### config.mk
export PLATFORM = sky130hd
export DESIGN_NAME = zuc256_stream_cipher_core
export DESIGN_NICKNAME = d
export VERILOG_FILES = /design/src/zuc_pkg.sv /design/src/zuc256_stream_cipher_core.sv /design/src/zuc_front.sv /design/src/zuc_back.sv
export SDC_FILE = /design/constraint.sdc
export NUM_CORES = 2
export LEC_CHECK = 0
export BUFFER_PORTS_ARGS = -buffer_cell sky130_fd_sc_hd__buf_4
export CORE_MARGIN = 2
export CORE_UTILIZATION = 40
export CTS_CLUSTER_SIZE = 14
export DETAILED_ROUTE_END_ITERATION = 6
export HOLD_SLACK_MARGIN = 0.06
export PLACE_DENSITY = 0.65
export SLEW_MARGIN = 20
export SYNTH_ARGS = -nofsm -noshare
export SYNTH_HDL_FRONTEND = slang
export SYNTH_HIERARCHICAL = 1
export SYNTH_SLANG_ARGS = --single-unit
export TNS_END_PERCENT = 5
### constraint.sdc
create_clock -name i_clk -period 30.6 [get_ports i_clk]
set_input_delay 3.06 -clock i_clk [delete_from_list [all_inputs] [get_ports i_clk]]
set_output_delay 3.06 -clock i_clk [all_outputs]
set_load 0.01 [all_outputs]
### src/zuc_pkg.sv
// ----------------------------------------------------------------------------
// ZUC-256 core package
// Shared types, S-box functions and round helpers for the keystream core.
// ----------------------------------------------------------------------------
package zuc_pkg;

    localparam logic [30:0] M31 = 31'h7FFFFFFF;

    // Register indexes of the configuration port.
    localparam logic [2:0] REG_KEY_A   = 3'd0;
    localparam logic [2:0] REG_KEY_B   = 3'd1;
    localparam logic [2:0] REG_KEY_C   = 3'd2;
    localparam logic [2:0] REG_KEY_D   = 3'd3;
    localparam logic [2:0] REG_IV_A    = 3'd4;
    localparam logic [2:0] REG_IV_B    = 3'd5;
    localparam logic [2:0] REG_IV_TAIL = 3'd6;
    localparam logic [2:0] REG_IV_MODE = 3'd7;

    typedef enum logic [0:0] {
        OP_RESTART = 1'b0,
        OP_CRYPT   = 1'b1
    } t_opcode;

    // One queued command between the front and the back end.
    typedef struct packed {
        logic        restart;
        logic        not_ready;
        logic        skip;
        logic [31:0] data;
        logic [31:0] mask;
    } t_cmd;

    typedef enum logic [1:0] {
        ST_IDLE = 2'd0,
        ST_INIT = 2'd1,
        ST_OUT  = 2'd2
    } t_state;

    function automatic logic [7:0] sbox0(input logic [7:0] x);
        logic [7:0] tbl [256];
        tbl = '{
8'h3E,8'h72,8'h5B,8'h47,8'hCA,8'hE0,8'h00,8'h33,8'h04,8'hD1,8'h54,8'h98,8'h09,8'hB9,8'h6D,8'hCB,
8'h7B,8'h1B,8'hF9,8'h32,8'hAF,8'h9D,8'h6A,8'hA5,8'hB8,8'h2D,8'hFC,8'h1D,8'h08,8'h53,8'h03,8'h90,
8'h4D,8'h4E,8'h84,8'h99,8'hE4,8'hCE,8'hD9,8'h91,8'hDD,8'hB6,8'h85,8'h48,8'h8B,8'h29,8'h6E,8'hAC,
8'hCD,8'hC1,8'hF8,8'h1E,8'h73,8'h43,8'h69,8'hC6,8'hB5,8'hBD,8'hFD,8'h39,8'h63,8'h20,8'hD4,8'h38,
8'h76,8'h7D,8'hB2,8'hA7,8'hCF,8'hED,8'h57,8'hC5,8'hF3,8'h2C,8'hBB,8'h14,8'h21,8'h06,8'h55,8'h9B,
8'hE3,8'hEF,8'h5E,8'h31,8'h4F,8'h7F,8'h5A,8'hA4,8'h0D,8'h82,8'h51,8'h49,8'h5F,8'hBA,8'h58,8'h1C,
8'h4A,8'h16,8'hD5,8'h17,8'hA8,8'h92,8'h24,8'h1F,8'h8C,8'hFF,8'hD8,8'hAE,8'h2E,8'h01,8'hD3,8'hAD,
8'h3B,8'h4B,8'hDA,8'h46,8'hEB,8'hC9,8'hDE,8'h9A,8'h8F,8'h87,8'hD7,8'h3A,8'h80,8'h6F,8'h2F,8'hC8,
8'hB1,8'hB4,8'h37,8'hF7,8'h0A,8'h22,8'h13,8'h28,8'h7C,8'hCC,8'h3C,8'h89,8'hC7,8'hC3,8'h96,8'h56,
8'h07,8'hBF,8'h7E,8'hF0,8'h0B,8'h2B,8'h97,8'h52,8'h35,8'h41,8'h79,8'h61,8'hA6,8'h4C,8'h10,8'hFE,
8'hBC,8'h26,8'h95,8'h88,8'h8A,8'hB0,8'hA3,8'hFB,8'hC0,8'h18,8'h94,8'hF2,8'hE1,8'hE5,8'hE9,8'h5D,
8'hD0,8'hDC,8'h11,8'h66,8'h64,8'h5C,8'hEC,8'h59,8'h42,8'h75,8'h12,8'hF5,8'h74,8'h9C,8'hAA,8'h23,
8'h0E,8'h86,8'hAB,8'hBE,8'h2A,8'h02,8'hE7,8'h67,8'hE6,8'h44,8'hA2,8'h6C,8'hC2,8'h93,8'h9F,8'hF1,
8'hF6,8'hFA,8'h36,8'hD2,8'h50,8'h68,8'h9E,8'h62,8'h71,8'h15,8'h3D,8'hD6,8'h40,8'hC4,8'hE2,8'h0F,
8'h8E,8'h83,8'h77,8'h6B,8'h25,8'h05,8'h3F,8'h0C,8'h30,8'hEA,8'h70,8'hB7,8'hA1,8'hE8,8'hA9,8'h65,
8'h8D,8'h27,8'h1A,8'hDB,8'h81,8'hB3,8'hA0,8'hF4,8'h45,8'h7A,8'h19,8'hDF,8'hEE,8'h78,8'h34,8'h60};
        return tbl[x];
    endfunction

    function automatic logic [7:0] sbox1(input logic [7:0] x);
        logic [7:0] tbl [256];
        tbl = '{
8'h55,8'hC2,8'h63,8'h71,8'h3B,8'hC8,8'h47,8'h86,8'h9F,8'h3C,8'hDA,8'h5B,8'h29,8'hAA,8'hFD,8'h77,
8'h8C,8'hC5,8'h94,8'h0C,8'hA6,8'h1A,8'h13,8'h00,8'hE3,8'hA8,8'h16,8'h72,8'h40,8'hF9,8'hF8,8'h42,
8'h44,8'h26,8'h68,8'h96,8'h81,8'hD9,8'h45,8'h3E,8'h10,8'h76,8'hC6,8'hA7,8'h8B,8'h39,8'h43,8'hE1,
8'h3A,8'hB5,8'h56,8'h2A,8'hC0,8'h6D,8'hB3,8'h05,8'h22,8'h66,8'hBF,8'hDC,8'h0B,8'hFA,8'h62,8'h48,
8'hDD,8'h20,8'h11,8'h06,8'h36,8'hC9,8'hC1,8'hCF,8'hF6,8'h27,8'h52,8'hBB,8'h69,8'hF5,8'hD4,8'h87,
8'h7F,8'h84,8'h4C,8'hD2,8'h9C,8'h57,8'hA4,8'hBC,8'h4F,8'h9A,8'hDF,8'hFE,8'hD6,8'h8D,8'h7A,8'hEB,
8'h2B,8'h53,8'hD8,8'h5C,8'hA1,8'h14,8'h17,8'hFB,8'h23,8'hD5,8'h7D,8'h30,8'h67,8'h73,8'h08,8'h09,
8'hEE,8'hB7,8'h70,8'h3F,8'h61,8'hB2,8'h19,8'h8E,8'h4E,8'hE5,8'h4B,8'h93,8'h8F,8'h5D,8'hDB,8'hA9,
8'hAD,8'hF1,8'hAE,8'h2E,8'hCB,8'h0D,8'hFC,8'hF4,8'h2D,8'h46,8'h6E,8'h1D,8'h97,8'hE8,8'hD1,8'hE9,
8'h4D,8'h37,8'hA5,8'h75,8'h5E,8'h83,8'h9E,8'hAB,8'h82,8'h9D,8'hB9,8'h1C,8'hE0,8'hCD,8'h49,8'h89,
8'h01,8'hB6,8'hBD,8'h58,8'h24,8'hA2,8'h5F,8'h38,8'h78,8'h99,8'h15,8'h90,8'h50,8'hB8,8'h95,8'hE4,
8'hD0,8'h91,8'hC7,8'hCE,8'hED,8'h0F,8'hB4,8'h6F,8'hA0,8'hCC,8'hF0,8'h02,8'h4A,8'h79,8'hC3,8'hDE,
8'hA3,8'hEF,8'hEA,8'h51,8'hE6,8'h6B,8'h18,8'hEC,8'h1B,8'h2C,8'h80,8'hF7,8'h74,8'hE7,8'hFF,8'h21,
8'h5A,8'h6A,8'h54,8'h1E,8'h41,8'h31,8'h92,8'h35,8'hC4,8'h33,8'h07,8'h0A,8'hBA,8'h7E,8'h0E,8'h34,
8'h88,8'hB1,8'h98,8'h7C,8'hF3,8'h3D,8'h60,8'h6C,8'h7B,8'hCA,8'hD3,8'h1F,8'h32,8'h65,8'h04,8'h28,
8'h64,8'hBE,8'h85,8'h9B,8'h2F,8'h59,8'h8A,8'hD7,8'hB0,8'h25,8'hAC,8'hAF,8'h12,8'h03,8'hE2,8'hF2};
        return tbl[x];
    endfunction

    function automatic logic [31:0] sbox_layer(input logic [31:0] x);
        return {sbox0(x[31:24]), sbox1(x[23:16]), sbox0(x[15:8]), sbox1(x[7:0])};
    endfunction

    function automatic logic [31:0] rotl(input logic [31:0] x, input int n);
        return (x << n) | (x >> (32 - n));
    endfunction

    function automatic logic [31:0] lin1(input logic [31:0] x);
        return x ^ rotl(x, 2) ^ rotl(x, 10) ^ rotl(x, 18) ^ rotl(x, 24);
    endfunction

    function automatic logic [31:0] lin2(input logic [31:0] x);
        return x ^ rotl(x, 8) ^ rotl(x, 14) ^ rotl(x, 22) ^ rotl(x, 30);
    endfunction

    function automatic logic [30:0] madd(input logic [30:0] a, input logic [30:0] b);
        logic [31:0] c;
        c = {1'b0, a} + {1'b0, b};
        return c[30:0] + {30'd0, c[31]};
    endfunction

    function automatic logic [30:0] mrot(input logic [30:0] a, input int n);
        return (a << n) | (a >> (31 - n));
    endfunction

    function automatic logic [30:0] mkcell(input logic [7:0] a, input logic [6:0] d,
                                           input logic [7:0] c, input logic [7:0] b);
        return {a, d, c, b};
    endfunction

endpackage

### src/zuc256_stream_cipher_core.sv
// ----------------------------------------------------------------------------
// ZUC-256 stream cipher core
// Keystream engine with key/IV registers and a word-wide crypt stream.
// ----------------------------------------------------------------------------
//  Channel   Direction  Content
//  s_axis    in         tdata = {bytes_valid[34:32], data_word[31:0]}, tuser = opcode
//  m_axis    out        tdata = out_word[31:0], tuser = not_ready
//  cfg       in         i_cfg_we, i_cfg_idx, i_cfg_data (no read-back)
//
// A crypt beat runs a single LFSR and FSM round that produces one keystream
// word, one per cycle while no held result stalls it; skipped and not-ready
// beats run no round. A restart loads the LFSR, runs INIT_ROUNDS + 1 rounds at
// one per cycle, and then places its zero result once the output is free.
// Reset is synchronous and active low. A two-entry command queue separates the
// input side from the round unit. A crypt beat waits while a result is held
// for m_axis_tready, but a restart can run its rounds in the meantime.
module zuc256_stream_cipher_core #(
    parameter int INIT_ROUNDS = 32
) (
    input  logic        i_clk,
    input  logic        i_rst_n,
    input  logic        s_axis_tvalid,
    output logic        s_axis_tready,
    input  logic [39:0] s_axis_tdata,  // data_word[31:0], bytes_valid[34:32]
    input  logic        s_axis_tuser,  // opcode
    output logic        m_axis_tvalid,
    input  logic        m_axis_tready,
    output logic [31:0] m_axis_tdata,  // out_word[31:0]
    output logic        m_axis_tuser,  // not_ready
    input  logic        i_cfg_we,
    input  logic [2:0]  i_cfg_idx,
    input  logic [63:0] i_cfg_data
);

    logic [63:0] r_cfg [7];
    logic        r_mode;
    logic [7:0]  w_k [32];
    logic [7:0]  w_iv [25];
    logic [30:0] w_load [16];
    logic        w_cmd_valid;
    logic        w_pop;
    zuc_pkg::t_cmd w_cmd;

    // Configuration registers; the IV tail keeps only its 56 bits.
    always_ff @(posedge i_clk) begin
        if (!i_rst_n) begin
            for (int i = 0; i < 7; i++) begin
                r_cfg[i] <= '0;
            end
            r_mode <= 1'b1;
        end else if (i_cfg_we) begin
            if (i_cfg_idx == zuc_pkg::REG_IV_MODE) begin
                r_mode <= i_cfg_data[0];
            end else if (i_cfg_idx == zuc_pkg::REG_IV_TAIL) begin
                r_cfg[zuc_pkg::REG_IV_TAIL] <= {8'd0, i_cfg_data[55:0]};
            end else begin
                r_cfg[i_cfg_idx] <= i_cfg_data;
            end
        end
    end

    // Unpack key and IV bytes, then build the initial LFSR cells.
    always_comb begin
        for (int i = 0; i < 32; i++) begin
            w_k[i] = r_cfg[zuc_pkg::REG_KEY_A + i/8][63-8*(i%8) -: 8];
        end
        for (int i = 0; i < 16; i++) begin
            w_iv[i] = r_cfg[zuc_pkg::REG_IV_A + i/8][63-8*(i%8) -: 8];
        end
        w_iv[16] = r_cfg[zuc_pkg::REG_IV_TAIL][55:48];
        for (int i = 0; i < 8; i++) begin
            w_iv[17+i] = {2'b00, r_cfg[zuc_pkg::REG_IV_TAIL][47-6*i -: 6]};
        end
        if (!r_mode) begin
            w_load[0]  = zuc_pkg::mkcell(w_k[0],  7'h64, w_k[16], w_k[24]);
            w_load[1]  = zuc_pkg::mkcell(w_k[1],  7'h43, w_k[17], w_k[25]);
            w_load[2]  = zuc_pkg::mkcell(w_k[2],  7'h7B, w_k[18], w_k[26]);
            w_load[3]  = zuc_pkg::mkcell(w_k[3],  7'h2A, w_k[19], w_k[27]);
            w_load[4]  = zuc_pkg::mkcell(w_k[4],  7'h11, w_k[20], w_k[28]);
            w_load[5]  = zuc_pkg::mkcell(w_k[5],  7'h05, w_k[21], w_k[29]);
            w_load[6]  = zuc_pkg::mkcell(w_k[6],  7'h51, w_k[22], w_k[30]);
            w_load[7]  = zuc_pkg::mkcell(w_k[7],  7'h42, w_iv[0], w_iv[8]);
            w_load[8]  = zuc_pkg::mkcell(w_k[8],  7'h1A, w_iv[1], w_iv[9]);
            w_load[9]  = zuc_pkg::mkcell(w_k[9],  7'h31, w_iv[2], w_iv[10]);
            w_load[10] = zuc_pkg::mkcell(w_k[10], 7'h18, w_iv[3], w_iv[11]);
            w_load[11] = zuc_pkg::mkcell(w_k[11], 7'h66, w_iv[4], w_iv[12]);
            w_load[12] = zuc_pkg::mkcell(w_k[12], 7'h14, w_iv[5], w_iv[13]);
            w_load[13] = zuc_pkg::mkcell(w_k[13], 7'h2E, w_iv[6], w_iv[14]);
            w_load[14] = zuc_pkg::mkcell(w_k[14], 7'h01, w_iv[7], w_iv[15]);
            w_load[15] = zuc_pkg::mkcell(w_k[15], 7'h5C, w_k[23], w_k[31]);
        end else begin
            w_load[0]  = zuc_pkg::mkcell(w_k[0], 7'h22, w_k[21], w_k[16]);
            w_load[1]  = zuc_pkg::mkcell(w_k[1], 7'h2F, w_k[22], w_k[17]);
            w_load[2]  = zuc_pkg::mkcell(w_k[2], 7'h24, w_k[23], w_k[18]);
            w_load[3]  = zuc_pkg::mkcell(w_k[3], 7'h2A, w_k[24], w_k[19]);
            w_load[4]  = zuc_pkg::mkcell(w_k[4], 7'h6D, w_k[25], w_k[20]);
            w_load[5]  = zuc_pkg::mkcell(w_iv[0], 7'h40 | w_iv[17][6:0], w_k[5], w_k[26]);
            w_load[6]  = zuc_pkg::mkcell(w_iv[1], 7'h40 | w_iv[18][6:0], w_k[6], w_k[27]);
            w_load[7]  = zuc_pkg::mkcell(w_iv[10], 7'h40 | w_iv[19][6:0], w_k[7], w_iv[2]);
            w_load[8]  = zuc_pkg::mkcell(w_k[8], 7'h40 | w_iv[20][6:0], w_iv[3], w_iv[11]);
            w_load[9]  = zuc_pkg::mkcell(w_k[9], 7'h40 | w_iv[21][6:0], w_iv[12], w_iv[4]);
            w_load[10] = zuc_pkg::mkcell(w_iv[5], 7'h40 | w_iv[22][6:0], w_k[10], w_k[28]);
            w_load[11] = zuc_pkg::mkcell(w_k[11], 7'h40 | w_iv[23][6:0], w_iv[6], w_iv[13]);
            w_load[12] = zuc_pkg::mkcell(w_k[12], 7'h40 | w_iv[24][6:0], w_iv[7], w_iv[14]);
            w_load[13] = zuc_pkg::mkcell(w_k[13], 7'h52, w_iv[15], w_iv[8]);
            w_load[14] = zuc_pkg::mkcell(w_k[14], 7'h10 | {3'd0, w_k[31][7:4]}, w_iv[16], w_iv[9]);
            w_load[15] = zuc_pkg::mkcell(w_k[15], 7'h30 | {3'd0, w_k[31][3:0]}, w_k[30], w_k[29]);
        end
    end

    zuc_front u_front (
        .i_clk       (i_clk),
        .i_rst_n     (i_rst_n),
        .i_valid     (s_axis_tvalid),
        .o_ready     (s_axis_tready),
        .i_opcode    (s_axis_tuser),
        .i_data      (s_axis_tdata[31:0]),
        .i_nb        (s_axis_tdata[34:32]),
        .o_cmd_valid (w_cmd_valid),
        .i_cmd_pop   (w_pop),
        .o_cmd       (w_cmd)
    );

    zuc_back #(
        .INIT_ROUNDS (INIT_ROUNDS)
    ) u_back (
        .i_clk       (i_clk),
        .i_rst_n     (i_rst_n),
        .i_cmd_valid (w_cmd_valid),
        .o_cmd_pop   (w_pop),
        .i_cmd       (w_cmd),
        .i_load      (w_load),
        .o_valid     (m_axis_tvalid),
        .i_ready     (m_axis_tready),
        .o_word      (m_axis_tdata),
        .o_not_ready (m_axis_tuser)
    );

endmodule

### src/zuc_front.sv
// ----------------------------------------------------------------------------
// ZUC-256 front end
// Accepts beats, classifies them and pushes commands into a two-entry queue.
// ----------------------------------------------------------------------------
module zuc_front (
    input  logic              i_clk,
    input  logic              i_rst_n,
    input  logic              i_valid,
    output logic              o_ready,
    input  logic              i_opcode,
    input  logic [31:0]       i_data,
    input  logic [2:0]        i_nb,
    output logic              o_cmd_valid,
    input  logic              i_cmd_pop,
    output zuc_pkg::t_cmd     o_cmd
);

    zuc_pkg::t_cmd r_q [2];
    logic          r_rd;
    logic          r_wr;
    logic [1:0]    r_cnt;
    logic          r_init;
    zuc_pkg::t_cmd w_cmd;
    logic          w_push;
    logic [2:0]    w_nb;

    assign o_ready     = (r_cnt != 2'd2);
    assign w_push      = i_valid && o_ready;
    assign o_cmd_valid = (r_cnt != 2'd0);
    assign o_cmd       = r_q[r_rd];

    always_comb begin
        w_nb = (i_nb > 3'd4) ? 3'd4 : i_nb;
        w_cmd.restart   = (i_opcode == zuc_pkg::OP_RESTART);
        w_cmd.not_ready = (i_opcode == zuc_pkg::OP_CRYPT) && !r_init;
        w_cmd.skip      = (i_opcode == zuc_pkg::OP_CRYPT) && (w_nb == 3'd0);
        w_cmd.data      = i_data;
        case (w_nb)
            3'd1:    w_cmd.mask = 32'hFF000000;
            3'd2:    w_cmd.mask = 32'hFFFF0000;
            3'd3:    w_cmd.mask = 32'hFFFFFF00;
            3'd4:    w_cmd.mask = 32'hFFFFFFFF;
            default: w_cmd.mask = 32'h0;
        endcase
    end

    always_ff @(posedge i_clk) begin
        if (w_push) begin
            r_q[r_wr] <= w_cmd;
        end
    end

    always_ff @(posedge i_clk) begin
        if (!i_rst_n) begin
            r_rd   <= 1'b0;
            r_wr   <= 1'b0;
            r_cnt  <= 2'd0;
            r_init <= 1'b0;
        end else begin
            if (w_push) begin
                r_wr <= ~r_wr;
                if (w_cmd.restart) begin
                    r_init <= 1'b1;
                end
            end
            if (i_cmd_pop) begin
                r_rd <= ~r_rd;
            end
            r_cnt <= r_cnt + {1'b0, w_push} - {1'b0, i_cmd_pop};
        end
    end

endmodule

### src/zuc_back.sv
// ----------------------------------------------------------------------------
// ZUC-256 back end
// Runs the LFSR and FSM rounds, one round per cycle unless a held result stalls a crypt beat, and drives the result.
// ----------------------------------------------------------------------------
module zuc_back #(
    parameter int INIT_ROUNDS = 32
) (
    input  logic              i_clk,
    input  logic              i_rst_n,
    input  logic              i_cmd_valid,
    output logic              o_cmd_pop,
    input  zuc_pkg::t_cmd     i_cmd,
    input  logic [30:0]       i_load [16],
    output logic              o_valid,
    input  logic              i_ready,
    output logic [31:0]       o_word,
    output logic              o_not_ready
);

    localparam int CW = $clog2(INIT_ROUNDS + 2);

    zuc_pkg::t_state r_state, n_state;
    logic [30:0]     r_s [16];
    logic [31:0]     r_r1, r_r2;
    logic [CW-1:0]   r_cnt;
    logic            r_ov;
    logic [31:0]     r_word;
    logic            r_nr;

    logic [31:0] w_x0, w_x1, w_x2, w_x3, w_w, w_w1, w_w2, w_r1, w_r2;
    logic [30:0] w_v;
    logic        w_initmode;
    logic        w_out_free;
    logic        w_take;
    logic        w_round;
    logic        w_crypt;

    assign w_out_free = !r_ov || i_ready;
    assign o_valid    = r_ov;
    assign o_word     = r_word;
    assign o_not_ready = r_nr;

    // Round datapath.
    always_comb begin
        w_x0 = {r_s[15][30:15], r_s[14][15:0]};
        w_x1 = {r_s[11][15:0], r_s[9][30:15]};
        w_x2 = {r_s[7][15:0], r_s[5][30:15]};
        w_x3 = {r_s[2][15:0], r_s[0][30:15]};
        w_w  = (w_x0 ^ r_r1) + r_r2;
        w_w1 = r_r1 + w_x1;
        w_w2 = r_r2 ^ w_x2;
        w_r1 = zuc_pkg::sbox_layer(zuc_pkg::lin1({w_w1[15:0], w_w2[31:16]}));
        w_r2 = zuc_pkg::sbox_layer(zuc_pkg::lin2({w_w2[15:0], w_w1[31:16]}));
        w_initmode = (r_state == zuc_pkg::ST_INIT) && (r_cnt < CW'(INIT_ROUNDS));
        w_v = zuc_pkg::madd(r_s[0], zuc_pkg::mrot(r_s[0], 8));
        w_v = zuc_pkg::madd(w_v, zuc_pkg::mrot(r_s[4], 20));
        w_v = zuc_pkg::madd(w_v, zuc_pkg::mrot(r_s[10], 21));
        w_v = zuc_pkg::madd(w_v, zuc_pkg::mrot(r_s[13], 17));
        w_v = zuc_pkg::madd(w_v, zuc_pkg::mrot(r_s[15], 15));
        if (w_initmode) begin
            w_v = zuc_pkg::madd(w_v, w_w[31:1]);
        end
        if (w_v == 31'd0) begin
            w_v = zuc_pkg::M31;
        end
    end

    // Next state.
    always_comb begin
        n_state = r_state;
        case (r_state)
            zuc_pkg::ST_IDLE: begin
                if (i_cmd_valid && i_cmd.restart) begin
                    n_state = zuc_pkg::ST_INIT;
                end
            end
            zuc_pkg::ST_INIT: begin
                if (r_cnt == CW'(INIT_ROUNDS)) begin
                    n_state = zuc_pkg::ST_OUT;
                end
            end
            zuc_pkg::ST_OUT: begin
                if (w_out_free) begin
                    n_state = zuc_pkg::ST_IDLE;
                end
            end
            default: n_state = zuc_pkg::ST_IDLE;
        endcase
    end

    // Control outputs.
    always_comb begin
        w_take  = 1'b0;
        w_round = 1'b0;
        w_crypt = 1'b0;
        case (r_state)
            zuc_pkg::ST_IDLE: begin
                w_take  = i_cmd_valid && (i_cmd.restart || w_out_free);
                w_crypt = i_cmd_valid && !i_cmd.restart && w_out_free;
                w_round = w_crypt && !i_cmd.not_ready && !i_cmd.skip;
            end
            zuc_pkg::ST_INIT: w_round = 1'b1;
            default: ;
        endcase
    end

    assign o_cmd_pop = w_take;

    always_ff @(posedge i_clk) begin
        if (!i_rst_n) begin
            r_state <= zuc_pkg::ST_IDLE;
            r_ov    <= 1'b0;
            r_cnt   <= '0;
        end else begin
            r_state <= n_state;
            if (r_state == zuc_pkg::ST_INIT) begin
                r_cnt <= r_cnt + CW'(1);
            end else begin
                r_cnt <= '0;
            end
            if (w_crypt || ((r_state == zuc_pkg::ST_OUT) && w_out_free)) begin
                r_ov <= 1'b1;
            end else if (i_ready) begin
                r_ov <= 1'b0;
            end
        end
    end

    always_ff @(posedge i_clk) begin
        if (!i_rst_n) begin
            for (int i = 0; i < 16; i++) begin
                r_s[i] <= '0;
            end
            r_r1 <= '0;
            r_r2 <= '0;
        end else if (w_take && i_cmd.restart) begin
            r_s  <= i_load;
            r_r1 <= '0;
            r_r2 <= '0;
        end else if (w_round) begin
            for (int i = 0; i < 15; i++) begin
                r_s[i] <= r_s[i+1];
            end
            r_s[15] <= w_v;
            r_r1 <= w_r1;
            r_r2 <= w_r2;
        end
    end

    always_ff @(posedge i_clk) begin
        if (w_crypt) begin
            r_nr   <= i_cmd.not_ready;
            r_word <= (i_cmd.not_ready || i_cmd.skip) ? 32'd0
                    : ((i_cmd.data ^ w_w ^ w_x3) & i_cmd.mask);
        end else if ((r_state == zuc_pkg::ST_OUT) && w_out_free) begin
            r_nr   <= 1'b0;
            r_word <= 32'd0;
        end
    end

endmodule
==> summary.txt <==
STA
  – Hold Vio Cnt, Final: 0
  – Max Fclk: 0.0348 GHz
  – Final min period: 28.77 ns
  – Worst slew pin tran: 1.18 ns
  – Final worst setup slack: 1.83 ns
  – Worst-case clock skew: 0.0426 ns
  – Slew margin rel.: 20.7%
  – Final Cycle Share: 94.0%
  – Final Slew Violations: 0
  – Final setup violating endpoints: 0
  – Setup TNS: 0 ns
  – RSZ-0062 raised after global routing: false

Global routing
  – GR Overflow Total: 0
  – Global-route wire length before repair: 605 mm
  – Largest net degree at the start of global routing: 183
  – Vias in the first global route: 89.0k
  – Initial antenna violation count: 19
  – Global Route Usage Sum: 32.8%

Clocking
  – # Post-CTS Setup Buffers: 0
  – TritonCTS clock tree: yes
  – Htree depth: 4
  – Later-pin clock latency in the skew report: 0.81 ns
  – Clk sink count: 1127
  – CTS buffer count: 130
  – Root buffer cell: clkbuf_16
  – CTS clk-pin slew, worst paths: 0.06 ns
  – Deepest clock path buffer count: 3

Setup path
  – Slowest stage delay, CP: 0.62 ns
  – CP max FO: 28
  – CP max stage cell: a2111oi_0
  – Worst setup EP type: register
  – Critical path class: reg -> reg
  – Cell mode on critical path: ha_1
  – Crit path DAT: 29.49 ns
  – Type of origin of the critical path: register
  – Worst Path Required: 31.32 ns

Floorplan
  – Die H: 492 um
  – Die X: 492 um
  – Core area: 0.237 mm2
  – Die area: 0.242 mm2
  – Row cnt: 179
  – Initial core utilization: 40.1%
  – I/O pins: 148

Route
  – Vias: 96.7k
  – Drt total wl: 417 mm
  – WL/cell: 28.5 um
  – Routed vias/inst: 6.62
  – 1st-iter DRT viols: 14.8k
  – Drt drc: 0
  – Number of routed nets with antenna violations: 0
  – Detailed Routing Iterations Pass 1: 7

Synthesis
  – Post-synth EDFFs: 551
  – Unique masters post-synth: 125
  – Top cell type's share of synthesized area: 17.4%
  – Dominant cells by area after synthesis: edfxtp_1, dfxtp_1, nand2_1
  – Post-synthesis sequential area ratio: 29.5%
  – Post-Syn Area: 0.0951 mm2
  – Number of synthesized register bits: 1127
  – Post-synth top area cell: edfxtp_1
  – Yosys warnings: 6
  – Synthesized instance count: 11.8k
  – Syn avg cell area: 8.03 um2
  – Asr flop ratio synth: 0%
  – Dominant synthesized flop cell: dfxtp_1

Placement
  – GPL Wtd Cong: 1.00
  – Worst slack at placement: 2.29 ns
  – Post-DP HPWL: 297 mm
  – Port Buffers: 142

Run status
  – Run status: completed

Finish
  – Synthesis-to-finish area growth: 8.20%
  – Nets: 11.9k
  – Fraction of layout cells with a size suffix above 1: 9.74%
  – Core Util, Final: 43.4%

Worst hold path
  – Min-delay worst type: reg -> reg

Run
  – Total of max-cap violations: 0
-- routing by layer --
layer  part of all wire [%]  GRT usage [%]  vias up
li1                       -              -    42600
met1                     40           44.5    46800
met2                     43           49.8     6213
met3                     10           5.61     1097
met4                    6.0           16.9        8
met5                  0.013         0.0794        -
-- final timing paths --
check / cells past startpoint / slack, ns / endpoint / startpoint
worst max-delay path: 121 / 1.83 / u_back/r_s[12] / u_back/r_s[489]
worst min-delay path: 2 / 0.46 / u_front/r_init / u_front/r_init
worst max register to register: 121 / 1.83 / u_back/r_s[12] / u_back/r_s[489]
worst min register to register: 2 / 0.46 / u_front/r_init / u_front/r_init
-- cells by family after synthesis --
| family | Yosys count | synth area share (%) |
|---|---|---|
| buf+inv | 1218 | 5.30 |
| other cells | 2 | 0.00789 |
| simple gates | 4610 | 22.8 |
| flops | 1127 | 29.5 |
| xor+xnor | 725 | 7.10 |
| fa+ha+maj | 420 | 5.59 |
| mux | 374 | 4.44 |
| compound gates | 3363 | 25.3 |
-- registers in the layout (all words and copies together), names as in the netlist, named ones only --
name                cells
u_back/r_s            496
r_cfg                 440
u_front/r_q            78
u_back/o_word          32
u_back/r_r1            32
u_back/r_r2            32
u_back/r_cnt            6
u_back/r_state          2
u_front/r_cnt           2
r_mode                  1
u_back/o_not_ready      1
u_back/o_valid          1
u_front/r_init          1
u_front/r_rd            1
u_front/r_wr            1
-- cells in the mapped netlist (95+ instances only) --
cell type,number
clkbuf_1,765
and2_1,167
ha_1,412
o211ai_1,176
nand3_1,726
buf_2,96
and3_1,105
xnor2_1,473
mux2_2,327
edfxtp_1,551
o211a_1,480
nand2_1,1768
a21oi_1,700
nor3_1,266
o311ai_0,95
a311oi_1,106
xor2_1,222
nor2_1,1027
a21o_1,105
inv_1,207
dfxtp_1,576
a31oi_1,171
o21ai_0,602
a211oi_1,133
nand2b_1,106
-- per-stage QoR --
step	cells	area, um2	hold slack [ns]
2_1_floorplan	11900	95200	0.423
3_3_place_gp	14400	98400	0.437
3_5_place_dp	14400	98500	0.449
4_1_cts	14600	103000	0.462
5_1_grt	14600	103000	0.477
6_report	14600	103000	0.462
-- repair_timing --
item	CTS	global route
endpoints found under the setup margin	0	28
hold buffers	0	0
gates resized for setup	0	1
-- cell type report --
cell class	count	area [um2]
Fill cell	23500	134000
Multi-Input combinational cell	9517	62900
Sequential cell	1127	28100
Tap cell	3167	3960
Clock buffer	184	3640
Timing Repair Buffer	346	2680
Inverter	220	826
Clock inverter	57	802
Antenna cell	4	10.0
-- critical path: cells and delay by family (launching register included) --
family | cells | cell delay [ns]
xor gates and xnor gates | 5 | 1.06
and+or+nand+nor | 44 | 8.89
AOI/OAI and AO/OA | 54 | 13.07
adders and majority gates | 17 | 4.76
DFF | 1 | 0.59
muxes | 1 | 0.28
-- placed cells by master, fill, tap and decap left out, types with 65 or more instances in the layout --
cell       count
nand2_1     1764
nor2_1      1022
nand3_1      724
a21oi_1      700
o21ai_0      597
dfxtp_1      574
edfxtp_1     551
o211a_1      480
xnor2_1      448
ha_1         412
buf_4        339
mux2_2       327
nor3_1       265
inv_1        204
xor2_1       193
o211ai_1     176
a31oi_1      171
and2_1       167
a211oi_1     133
clkbuf_16    132
a311oi_1     105
nand2b_1     104
a21o_1       104
and3_1       104
o311ai_0      94
nand4_1       83
a221oi_1      79
o221ai_1      79
o22ai_1       65
Power is not shown: default switching activity piles up to over one toggle a cycle in this logic, so the estimate is an artifact.
